File: config.mk
export PLATFORM = sky130hd
export DESIGN_NAME = vchm_ctrl
export DESIGN_NICKNAME = d
export VERILOG_FILES = /design/src/design/vchm_pkg.sv /design/src/design/vchm_ctrl.sv
export SDC_FILE = /design/constraint.sdc
export NUM_CORES = 1
export LEC_CHECK = 0
export ABC_AREA = 1
export BUFFER_PORTS_ARGS = -buffer_cell sky130_fd_sc_hd__buf_2
export CAP_MARGIN = 20
export CORE_MARGIN = 8
export CORE_UTILIZATION = 55
export DETAILED_ROUTE_END_ITERATION = 16
export PLACE_DENSITY = 0.84
export SLEW_MARGIN = 20
export SYNTH_ARGS = -nofsm -noshare
export SYNTH_HDL_FRONTEND = slang
export SYNTH_SLANG_ARGS = --single-unit
File: constraint.sdc
create_clock -name clk_i -period 2.9 [get_ports clk_i]
set_clock_uncertainty 0.05 [all_clocks]
set_input_delay 0.58 -clock clk_i [delete_from_list [all_inputs] [get_ports clk_i]]
set_output_delay 0.58 -clock clk_i [all_outputs]
set_load 0.02 [all_outputs]
File: src/design/vchm_pkg.sv
// -----------------------------------------------------------------------------
// vchm_pkg
// Types, codes and the arithmetic step table shared by the voxel hash map.
// -----------------------------------------------------------------------------
package vchm_pkg;

  typedef enum logic [1:0] {
    CMD_CLEAR  = 2'd0,
    CMD_INSERT = 2'd1,
    CMD_FIND   = 2'd2,
    CMD_NOP    = 2'd3
  } cmd_e;

  typedef enum logic [2:0] {
    STS_DONE      = 3'd0,
    STS_FOUND     = 3'd1,
    STS_NOT_FOUND = 3'd2,
    STS_DUPLICATE = 3'd3,
    STS_RANGE     = 3'd4,
    STS_FULL      = 3'd5
  } status_e;

  localparam logic [2:0] CFG_BATCHES = 3'd0;
  localparam logic [2:0] CFG_DEPTH   = 3'd1;
  localparam logic [2:0] CFG_HEIGHT  = 3'd2;
  localparam logic [2:0] CFG_WIDTH   = 3'd3;
  localparam logic [2:0] CFG_TBL_LG  = 3'd4;

  localparam logic [63:0] MIX1 = 64'hbf58476d1ce4e5b9;
  localparam logic [63:0] MIX2 = 64'h94d049bb133111eb;

  typedef enum logic [3:0] {
    DP_IDLE,
    DP_LOAD,
    DP_MUL0,
    DP_MUL1,
    DP_MUL2,
    DP_XS30,
    DP_XS27,
    DP_XS31,
    DP_HOME,
    DP_READ,
    DP_NEXT,
    DP_WRITE,
    DP_CLR_START,
    DP_CLR
  } dp_op_e;

  typedef enum logic [2:0] {
    OPND_DEPTH,
    OPND_HEIGHT,
    OPND_WIDTH,
    OPND_MIX1,
    OPND_MIX2
  } opnd_e;

  typedef struct packed {
    dp_op_e op;
    opnd_e  opnd;
  } dp_cmd_t;

  typedef struct packed {
    logic        range_ok;
    logic        slot_empty;
    logic        slot_match;
    logic        probe_last;
    logic        clear_last;
    logic [15:0] slot_value;
  } dp_stat_t;

  localparam logic [4:0] CALC_LAST = 5'd18;

  // Linearisation (three multiply-adds) then the 64-bit finaliser, then home slot.
  function automatic dp_cmd_t calc_step(logic [4:0] k);
    dp_cmd_t c;
    c.op   = DP_IDLE;
    c.opnd = OPND_DEPTH;
    unique case (k)
      5'd0:  c = '{DP_MUL0, OPND_DEPTH};
      5'd1:  c = '{DP_MUL1, OPND_DEPTH};
      5'd2:  c = '{DP_MUL2, OPND_DEPTH};
      5'd3:  c = '{DP_MUL0, OPND_HEIGHT};
      5'd4:  c = '{DP_MUL1, OPND_HEIGHT};
      5'd5:  c = '{DP_MUL2, OPND_HEIGHT};
      5'd6:  c = '{DP_MUL0, OPND_WIDTH};
      5'd7:  c = '{DP_MUL1, OPND_WIDTH};
      5'd8:  c = '{DP_MUL2, OPND_WIDTH};
      5'd9:  c = '{DP_XS30, OPND_DEPTH};
      5'd10: c = '{DP_MUL0, OPND_MIX1};
      5'd11: c = '{DP_MUL1, OPND_MIX1};
      5'd12: c = '{DP_MUL2, OPND_MIX1};
      5'd13: c = '{DP_XS27, OPND_DEPTH};
      5'd14: c = '{DP_MUL0, OPND_MIX2};
      5'd15: c = '{DP_MUL1, OPND_MIX2};
      5'd16: c = '{DP_MUL2, OPND_MIX2};
      5'd17: c = '{DP_XS31, OPND_DEPTH};
      5'd18: c = '{DP_HOME, OPND_DEPTH};
      default: c = '{DP_IDLE, OPND_DEPTH};
    endcase
    return c;
  endfunction

endpackage

File: src/design/vchm_ctrl.sv
// -----------------------------------------------------------------------------
// vchm_ctrl
// Sequencer: clear sweep, range check, key/hash steps and the probe loop.
// -----------------------------------------------------------------------------
module vchm_ctrl (
  input  logic               clk_i,
  input  logic               rst_ni,
  input  logic               start_i,
  input  logic [1:0]         command_i,
  output logic               busy_o,
  output logic               done_o,
  output logic [2:0]         status_o,
  output logic [15:0]        found_value_o,
  output vchm_pkg::dp_cmd_t  cmd_o,
  input  vchm_pkg::dp_stat_t stat_i
);
  import vchm_pkg::*;

  typedef enum logic [2:0] {
    ST_INIT, ST_IDLE, ST_CLEAR, ST_CHECK, ST_CALC, ST_READ, ST_CMP
  } state_e;

  state_e      state_q;
  cmd_e        cmd_q;
  logic [4:0]  step_q;
  logic        done_q;
  status_e     status_q;
  logic [15:0] found_q;

  assign busy_o        = (state_q != ST_IDLE);
  assign done_o        = done_q;
  assign status_o      = status_q;
  assign found_value_o = found_q;

  always_comb begin
    cmd_o = '{DP_IDLE, OPND_DEPTH};
    unique case (state_q)
      ST_INIT, ST_CLEAR: cmd_o.op = DP_CLR;
      ST_IDLE: begin
        if (start_i) begin
          if (cmd_e'(command_i) == CMD_CLEAR) cmd_o.op = DP_CLR_START;
          else if (cmd_e'(command_i) != CMD_NOP) cmd_o.op = DP_LOAD;
        end
      end
      ST_CALC: cmd_o = calc_step(step_q);
      ST_READ: cmd_o.op = DP_READ;
      ST_CMP: begin
        if (stat_i.slot_empty) begin
          if (cmd_q == CMD_INSERT) cmd_o.op = DP_WRITE;
        end else if (!stat_i.slot_match && !stat_i.probe_last) begin
          cmd_o.op = DP_NEXT;
        end
      end
      default: ;
    endcase
  end

  always_ff @(posedge clk_i or negedge rst_ni) begin
    if (!rst_ni) begin
      state_q  <= ST_INIT;
      cmd_q    <= CMD_NOP;
      step_q   <= '0;
      done_q   <= 1'b0;
      status_q <= STS_DONE;
      found_q  <= '0;
    end else begin
      done_q <= 1'b0;
      unique case (state_q)
        ST_INIT: if (stat_i.clear_last) state_q <= ST_IDLE;
        ST_IDLE: begin
          if (start_i) begin
            cmd_q <= cmd_e'(command_i);
            unique case (cmd_e'(command_i))
              CMD_CLEAR: state_q <= ST_CLEAR;
              CMD_INSERT, CMD_FIND: state_q <= ST_CHECK;
              default: begin
                done_q   <= 1'b1;
                status_q <= STS_DONE;
                found_q  <= '0;
              end
            endcase
          end
        end
        ST_CLEAR: begin
          if (stat_i.clear_last) begin
            state_q  <= ST_IDLE;
            done_q   <= 1'b1;
            status_q <= STS_DONE;
            found_q  <= '0;
          end
        end
        ST_CHECK: begin
          step_q <= '0;
          if (stat_i.range_ok) begin
            state_q <= ST_CALC;
          end else begin
            state_q  <= ST_IDLE;
            done_q   <= 1'b1;
            status_q <= STS_RANGE;
            found_q  <= '0;
          end
        end
        ST_CALC: begin
          step_q <= step_q + 5'd1;
          if (step_q == CALC_LAST) state_q <= ST_READ;
        end
        ST_READ: state_q <= ST_CMP;
        ST_CMP: begin
          found_q <= '0;
          if (stat_i.slot_empty) begin
            state_q  <= ST_IDLE;
            done_q   <= 1'b1;
            status_q <= (cmd_q == CMD_INSERT) ? STS_DONE : STS_NOT_FOUND;
          end else if (stat_i.slot_match) begin
            state_q <= ST_IDLE;
            done_q  <= 1'b1;
            if (cmd_q == CMD_INSERT) begin
              status_q <= STS_DUPLICATE;
            end else begin
              status_q <= STS_FOUND;
              found_q  <= stat_i.slot_value;
            end
          end else if (stat_i.probe_last) begin
            state_q  <= ST_IDLE;
            done_q   <= 1'b1;
            status_q <= (cmd_q == CMD_INSERT) ? STS_FULL : STS_NOT_FOUND;
          end else begin
            state_q <= ST_READ;
          end
        end
        default: state_q <= ST_IDLE;
      endcase
    end
  end

endmodule

==> results of run 1 <==
[metrics by stage]
| step | hold WS, ps | std cells | utilization | instance area, um^2 |
|---|---|---|---|---|
| after floorplan | 234 | 257 | - | 1860 |
| after global placement | 409 | 350 | 0.654 | 2150 |
| after detailed placement | 409 | 350 | 0.654 | 2150 |
| after CTS | 231 | 357 | 0.679 | 2230 |
| after global routing | 257 | 357 | 0.679 | 2230 |
| final | 226 | 357 | 0.679 | 2230 |
[per-layer routing]
layer  up-vias  wire (um)
met3         5        277
met2        45       2410
met5         -          0
met4         0         51
li1        931          -
met1       836       1790
[Yosys cell counts, drive strengths merged]
cell	count	area share
dfrtp	28	0.38
nand4	4	0.021
nand3	22	0.059
o22ai	1	0.0034
dfstp	2	0.028
or2	1	0.0034
a21oi	5	0.013
nor2	23	0.053
o21ai	44	0.12
a22oi	1	0.0040
nand2	67	0.14
buf	6	0.021
inv	41	0.083
a211oi	1	0.0040
ha	11	0.074
[layout by cell type, fill, tap and decap left out, types with 10 or more instances in the layout]
cell type,instances
nand3_1,22
dfrtp_1,28
o21ai_1,10
nand2_1,64
buf_2,53
o21ai_0,34
inv_1,39
ha_1,11
nor2_1,20
[sequential cells by signal, indices dropped and copies added (netlist names)]
register	flops
state_q	3
done_o	1
found_value_o	16
status_o	3
step_q	5
cmd_q	2
[kinds of logic after synthesis]
group           Yosys count  synth area share
compound gates           52             0.143
fa+ha+maj                11            0.0738
buf+inv                  47             0.103
flops                    30             0.404
simple gates            117             0.276
[worst max-delay path, delay by kind of cell, from the launching register on]
| kind | cells | cell delay (ps) |
|---|---|---|
| buffers and inverters | 3 | 390 |
| adder cells (fa/ha/maj) | 1 | 310 |
| flip-flops | 1 | 450 |
| AND/OR/NAND/NOR | 6 | 340 |
[worst paths after layout]
kind	startpoint	to	depth (start not counted)
setup reg to reg	cmd_q[0]	status_o[1]	9
hold / removal	rst_ni	found_value_o[0]	1
min in group clk_i	stat_i[0]	found_value_o[0]	3
max in group asynchronous	rst_ni	state_q[0]	1
setup / recovery	step_q[0]	cmd_o[3]	10
hold reg to reg	status_o[0]	status_o[0]	2
[final cells by class]
| cell class | count | area [um^2] |
|---|---|---|
| fill | 288 | 1050 |
| clock buffer | 6 | 51.3 |
| clock inverter | 1 | 30.0 |
| inverter | 41 | 154 |
| timing repair buffer | 53 | 265 |
| multi-input combinational | 180 | 918 |
| tap | 46 | 57.6 |
| sequential | 30 | 753 |
[power groups by stage]
stage / clock network [mW] / logic [mW] / registers [mW]
after floorplan: 0 / 0.514 / 0.665
after global placement: 0 / 0.774 / 0.621
after detailed placement: 0 / 0.786 / 0.629
after CTS: 0.348 / 0.790 / 0.621
after global routing: 0.367 / 0.880 / 0.635
final: 0.339 / 0.783 / 0.622
==> flow_metrics.tcl, run 1 <==
set metrics [dict create \
    reg2reg_slack_ps 1260 \
    period_share 0.845 \
    htree_levels 2 \
    cts.sinks 30 \
    vdd_drop_max_mv 0.581 \
    tns_ps 0 \
    initial_core_util 0.568 \
    gp_congestion 0.931 \
    cts_tree "done" \
    status "finished clean" \
    maxSlewHeadroom 0.565 \
    final_max_slew_viol_count 0 \
    rsz0062_at_grt "false" \
    yosys_warnings 0 \
    fmax_mhz 408 \
    clkSlewWorstSetupHoldPaths_ps 90 \
    fin_crit_ps 2450 \
    pwr-share-clk 0.194 \
    synth.distinct_cells 23 \
    top_usage_layer "met2" \
    swShare 0.443 \
    postCtsHoldBufs 0 \
    crit_type "flip-flop to primary output" \
    dp.final_hpwl_um 3530 \
    p_comb_frac 0.449 \
    overflow 0 \
    drv_cap 0 \
    p_seq_frac 0.357 \
    first_global_vias 1681 \
    hold_viol_final 0 \
    wl_um 4540 \
    drt_iter0_markers 145 \
    critPathMaxStageDelay_ps 450 \
    start_kind "flip-flop" \
    diodes 0 \
    worstPathRequired_ps 2270 \
    slowest_stage "dfrtp_1" \
    portBuffers 53 \
    postCtsSetupBuffers 0 \
    tightestPinTransition_ps 652 \
    syn_nets 294 \
    die_h_um 74.2 \
    leakage_nw 1.29 \
    clk_latency_ps 320 \
    finalSetupViolCount 0 \
    path_max_fanout 7 \
    core_area_um2 3280 \
    final_layout_size_suffix_gt1_frac 0.232 \
    synth-seq-cells 30 \
    endpoint_kind "primary output" \
    dp_worst_setup_slack_ps 808 \
    die-area_um2 5510 \
    grt_antenna_before_repair 0 \
    hold_path_class "primary input to asynchronous set/reset pin" \
    grtUsageMet2 0.313 \
    p_int_uw 971 \
    vias 1817 \
    critPathMostFrequentCell "nand2_1" \
    die-width_um 74.2 \
    remaining_drc_errors 0 \
    numCtsBuffers 5 \
    via_per_inst 5.09 \
    area_delta_synth_final_pct 19.6 \
    power_density_nw_per_um2 782 \
    clk_path_buf_depth 2 \
    nNetsFinal 348 \
    cp_cell_sequence "inv_1 > ha_1 > inv_1 > nand2_1 > nand3_1 > nand2_1 > nand2_1 > nand2_1 > nand2_1 > buf_2" \
    root_buffer "clkbuf_4" \
    grt_use_total 0.170 \
    grt_max_degree 31 \
    syn-instance-count 257 \
    ant_nets 0 \
    io_pins 54 \
    totalPowerFinal_mw 1.74 \
    std_cell_rows 21 \
    postSynthAreaPerCell_um2 7.25 \
    wl_per_cell_um 12.7 \
    layout_setup_ws_ps 451 \
    ys_seq_area_frac 0.404 \
    use_met3 0.0553 \
    arrival_ps 1820 \
    drt_pass1_iterations 4 \
    syn-cell-area_um2 1860 \
    cts_resized 0 \
    p_sw_uw 772 \
    grt_pass1_wl_um 7200 \
    grt_use_met1 0.174 \
]
Note: power is estimated with default switching activity, not from simulation.
==> run 2, diff against run 1 <==
--- a/config.mk
+++ b/config.mk
@@ -9,9 +9,9 @@
 export BUFFER_PORTS_ARGS = -buffer_cell sky130_fd_sc_hd__buf_2
 export CAP_MARGIN = 20
 export CORE_MARGIN = 8
-export CORE_UTILIZATION = 55
+export CORE_UTILIZATION = 52
 export DETAILED_ROUTE_END_ITERATION = 16
-export PLACE_DENSITY = 0.84
+export PLACE_DENSITY = 0.8
 export SLEW_MARGIN = 20
 export SYNTH_ARGS = -nofsm -noshare
 export SYNTH_HDL_FRONTEND = slang
==> constraint.sdc (replaced) <==
create_clock -name clk_i -period 2.4 [get_ports clk_i]
set_clock_uncertainty 0.05 [all_clocks]
set_input_delay 0.48 -clock clk_i [delete_from_list [all_inputs] [get_ports clk_i]]
set_output_delay 0.48 -clock clk_i [all_outputs]
set_load 0.02 [all_outputs]
==> flow_metrics.tcl, run 2 (synthesis gave the netlist of run 1 again) <==
set metrics [dict create \
    status "finished clean" \
    overflow 0 \
    swShare 0.468 \
    cts_resized 0 \
    final_max_slew_viol_count 0 \
    grt_use_total 0.170 \
    drv_cap 0 \
    dp_worst_setup_slack_ps 421 \
    crit_family "flip-flops" \
    totalPowerFinal_mw 2.03 \
    ff_latch_area_um2 758 \
    clk_path_buf_depth 2 \
    startpoint "step_q[0]" \
    numCtsBuffers 5 \
    worstPathRequired_ps 1870 \
    final_layout_size_suffix_gt1_frac 0.256 \
    rsz0062_at_grt "false" \
    critPathMostFrequentCell "nand2_1" \
    crit_type "flip-flop to primary output" \
    cp_cell_sequence "inv_2 > ha_1 > inv_1 > nand2_1 > nand3_1 > nand2_1 > nand2_1 > nand2_1 > nand2_1 > buf_2" \
    slowest_stage "dfrtp_2" \
    final_core_util 0.656 \
    die_h_um 75.9 \
    tns_ps 0 \
    leakage_nw 1.27 \
    nNetsFinal 348 \
    hold_ws_ps 115 \
    core_area_um2 3390 \
    critPathBufInv 3 \
    p_int_mw 1.08 \
    path_max_fanout 7 \
    largest_reg_flops 16 \
    grt_max_degree 31 \
    critPathMaxStageDelay_ps 470 \
    power_density_nw_per_um2 914 \
    fmax_mhz 444 \
    std_cell_rows 21 \
    via_per_inst 5.03 \
    finalSetupViolCount 0 \
    vdd_drop_max_mv 0.551 \
    postCtsSetupBuffers 0 \
    multi_input_area_um2 926 \
    endpoint_kind "primary output" \
    wl_um 4470 \
    cts.sinks 30 \
    postCtsHoldBufs 0 \
    cts_tree "done" \
    tightestPinTransition_ps 669 \
    reg2reg_slack_ps 750 \
    final_common_cell "nand2_1" \
    wl_per_cell_um 12.5 \
    period_share 0.937 \
    reg2reg_depth 9 \
    ant_nets 0 \
    clkSlewWorstSetupHoldPaths_ps 110 \
    die-width_um 75.9 \
    first_global_vias 1783 \
    arrival_ps 1720 \
    initial_core_util 0.550 \
    layout_setup_ws_ps 150 \
    fillers 306 \
    clk_latency_ps 330 \
    hold_viol_final 0 \
    final_cell_mix "nand2_1 (64), buf_2 (53), inv_1 (37)" \
    drt_iter0_markers 118 \
    portBuffers 53 \
    hold_path_class "primary input to asynchronous set/reset pin" \
    area_delta_synth_final_pct 19.3 \
    p_sw_uw 951 \
    root_buffer "clkbuf_4" \
    gp_congestion 0.874 \
    grt_pass1_wl_um 7560 \
    maxSlewHeadroom 0.554 \
    fin_crit_ps 2250 \
    regToRegStartpoint "cmd_q[0]" \
    pwr-share-clk 0.161 \
    vias 1801 \
    r2r_end "status_o[1]" \
    dp.final_hpwl_um 3470 \
    start_kind "flip-flop" \
    diodes 0 \
    p_comb_frac 0.466 \
    drt_pass1_iterations 4 \
    htree_levels 2 \
    die-area_um2 5760 \
    remaining_drc_errors 0 \
    grt_antenna_before_repair 0 \
    io_pins 54 \
    p_seq_frac 0.373 \
]
[run 2: cell types whose count changed in the layout (fill, tap and decap cells not counted)]
cell,before,now
bufinv_16,1,0
clkinv_2,0,1
clkinvlp_4,0,1
dfrtp_1,28,24
dfrtp_2,0,4
inv_1,39,37
inv_2,2,4
nor2_1,20,19
nor2_4,1,2
[run 2: worst register-to-register path, stage by stage (launching register included)]
cell     delay, ps
dfstp_2        540
inv_1           30
nor2_1         210
inv_1          130
ha_1           290
nand2_1         70
nand2_1         50
nor2_1          80
nand3_1         80
nand2_1         70
[run 2: worst max-delay path by stage]
| stage | to | slack, ps | cells after the start |
|---|---|---|---|
| 4_1_cts | cmd_o[3] | 50 | 10 |
| 3_3_place_gp | cmd_o[1] | 460 | 6 |
| 2_1_floorplan | cmd_o[1] | 440 | 5 |
| 3_5_place_dp | cmd_o[3] | 420 | 10 |
| 6_report | cmd_o[3] | 150 | 10 |
| 5_1_grt | cmd_o[3] | 2 | 10 |
[run 2: area by class of cell]
cell class,instances,share of cell area
clock buffer,6,0.0231
timing repair buffer,53,0.119
multi-input combinational,180,0.416
clock inverter,2,0.00562
sequential,30,0.341
inverter,41,0.0692
tap,46,0.0259
[run 2: power by group through the flow]
stage / clock network (mW) / registers (mW) / logic (mW)
floorplan: 0 / 0.804 / 0.622
global placement: 0 / 0.753 / 0.941
detailed placement: 0 / 0.757 / 0.946
CTS: 0.338 / 0.748 / 0.950
global route: 0.352 / 0.780 / 1.08
finish: 0.327 / 0.759 / 0.947
[run 2: stage by stage]
stage	cell area [um^2]	std cells
3_5_place_dp	2150	350
2_1_floorplan	1860	257
4_1_cts	2210	358
5_1_grt	2220	358
6_report	2220	358
3_3_place_gp	2150	350
[run 2: per-layer routing]
metal,track usage,vias up,part of all wire
met1,0.199,827,0.43
met5,0,-,0
li1,-,929,-
met4,0.0490,0,0.0087
met3,0.0474,5,0.054
met2,0.293,40,0.51
==> run 3, diff against run 2 <==
--- a/config.mk
+++ b/config.mk
@@ -8,10 +8,13 @@
 export ABC_AREA = 1
 export BUFFER_PORTS_ARGS = -buffer_cell sky130_fd_sc_hd__buf_2
 export CAP_MARGIN = 20
+export CELL_PAD_IN_SITES_DETAIL_PLACEMENT = 1
+export CELL_PAD_IN_SITES_GLOBAL_PLACEMENT = 1
 export CORE_MARGIN = 8
-export CORE_UTILIZATION = 52
+export CORE_UTILIZATION = 36
 export DETAILED_ROUTE_END_ITERATION = 16
-export PLACE_DENSITY = 0.8
+export PLACE_DENSITY_LB_ADDON = 0.1
+export SKIP_CTS_REPAIR_TIMING = 1
 export SLEW_MARGIN = 20
 export SYNTH_ARGS = -nofsm -noshare
 export SYNTH_HDL_FRONTEND = slang
==> flow_metrics.tcl, run 3 (synthesis gave the netlist of run 1 again) <==
set metrics [dict create \
    nNetsFinal 348 \
    crit_family "flip-flops" \
    start_kind "flip-flop" \
    power_density_nw_per_um2 1020 \
    io_pins 54 \
    clk_latency_ps 290 \
    wl_per_cell_um 14.1 \
    path_max_fanout 7 \
    hold_path_class "primary input to asynchronous set/reset pin" \
    maxSlewHeadroom 0.534 \
    grt_antenna_before_repair 0 \
    fin_crit_ps 2230 \
    critPathBufInv 3 \
    vias 1832 \
    tns_ps 0 \
    root_buffer "clkbuf_8" \
    final_common_cell "nand2_1" \
    clk_path_buf_depth 2 \
    arrival_ps 1700 \
    final_core_util 0.462 \
    core_area_um2 5040 \
    area_delta_synth_final_pct 25.0 \
    numCtsBuffers 5 \
    cp_cell_sequence "inv_2 > ha_1 > inv_1 > nand2_1 > nand3_1 > nand2_1 > nand2_1 > nand2_1 > nand2_1 > buf_2" \
    std_cell_rows 26 \
    slowest_stage "dfrtp_2" \
    period_share 0.929 \
    final_layout_size_suffix_gt1_frac 0.250 \
    grt_pass1_wl_um 8890 \
    remaining_drc_errors 0 \
    critPathMostFrequentCell "nand2_1" \
    cts.sinks 30 \
    dp_worst_setup_slack_ps 368 \
    multi_input_area_um2 923 \
    overflow 0 \
    final_max_slew_viol_count 0 \
    ff_latch_area_um2 757 \
    fmax_mhz 449 \
    endpoint_kind "primary output" \
    first_global_vias 1922 \
    die_h_um 88.0 \
    fillers 669 \
    gp_congestion 0.883 \
    leakage_nw 1.31 \
    die-area_um2 7740 \
    portBuffers 53 \
    drv_cap 0 \
    grt_use_total 0.147 \
    drt_pass1_iterations 4 \
    finalSetupViolCount 0 \
    worstPathRequired_ps 1870 \
    ant_nets 0 \
    htree_levels 2 \
    final_cell_mix "nand2_1 (64), buf_2 (53), inv_1 (37)" \
    critPathMaxStageDelay_ps 450 \
    crit_type "flip-flop to primary output" \
    tightestPinTransition_ps 699 \
    clkSlewWorstSetupHoldPaths_ps 70 \
    die-width_um 88.0 \
    drt_iter0_markers 66 \
    hold_viol_final 0 \
    dp.final_hpwl_um 4160 \
    layout_setup_ws_ps 171 \
    largest_reg_flops 16 \
    status "finished clean" \
    totalPowerFinal_mw 2.38 \
    grt_max_degree 31 \
    wl_um 5400 \
    cts_tree "done" \
    rsz0062_at_grt "false" \
    diodes 0 \
    via_per_inst 4.80 \
    initial_core_util 0.370 \
    vdd_drop_max_mv 0.460 \
]
-- run 3: cell count changes in the layout (fill, tap and decap cells not counted) --
cell        delta
clkbuf_4       -5
nor2_2         -1
clkbuf_8       +5
nor2_1         +1
dfrtp_1        +1
clkinvlp_4     -1
bufinv_16      +2
dfrtp_2        -1
clkinv_2       -1
-- run 3: cell type report --
| type | instances | area share |
|---|---|---|
| Clock buffer | 6 | 0.0354 |
| Timing Repair Buffer | 53 | 0.114 |
| Tap cell | 70 | 0.0376 |
| Multi-Input combinational cell | 180 | 0.396 |
| Inverter | 41 | 0.0661 |
| Clock inverter | 2 | 0.0258 |
| Sequential cell | 30 | 0.325 |
-- run 3: path summary, 6_finish.rpt --
path                              from          endpoint  slack [ps]  depth (start not counted)
max reg2reg                   cmd_q[0]       status_o[1]         770                          9
min in group clk_i           stat_i[4]  found_value_o[4]         380                          3
min                             rst_ni         step_q[2]         180                          1
max in group asynchronous       rst_ni        state_q[2]        1630                          1
min reg2reg                status_o[1]       status_o[1]         440                          2
max                          step_q[0]          cmd_o[3]         170                         10
-- run 3: routing by layer --
layer	vias up	track usage	share of wire
met1	852	0.170	0.44
met4	0	0.0578	0.022
met3	12	0.0403	0.041
met5	-	0	0
li1	931	-	-
met2	37	0.250	0.49
-- run 3: metrics by stage --
step | instance area, um^2 | hold WS [ps] | cells
3_3_place_gp | 2180 | 416 | 374
4_1_cts | 2320 | 209 | 382
6_report | 2330 | 185 | 382
3_5_place_dp | 2180 | 418 | 374
2_1_floorplan | 1860 | 134 | 257
5_1_grt | 2330 | 237 | 382
-- run 3: worst reg2reg max path, delay by kind of cell, from the launching register on --
| family | cells | cell delay, ps |
|---|---|---|
| adder cells (fa/ha/maj) | 1 | 280 |
| AND/OR/NAND/NOR | 6 | 550 |
| flip-flops | 1 | 530 |
| buffers and inverters | 2 | 170 |
-- run 3: where the power goes --
part / internal, mW / switching, mW
sequential: 0.637 / 0.123
clock: 0.443 / 0.208
combinational: 0.300 / 0.670
total: 1.38 / 1.00
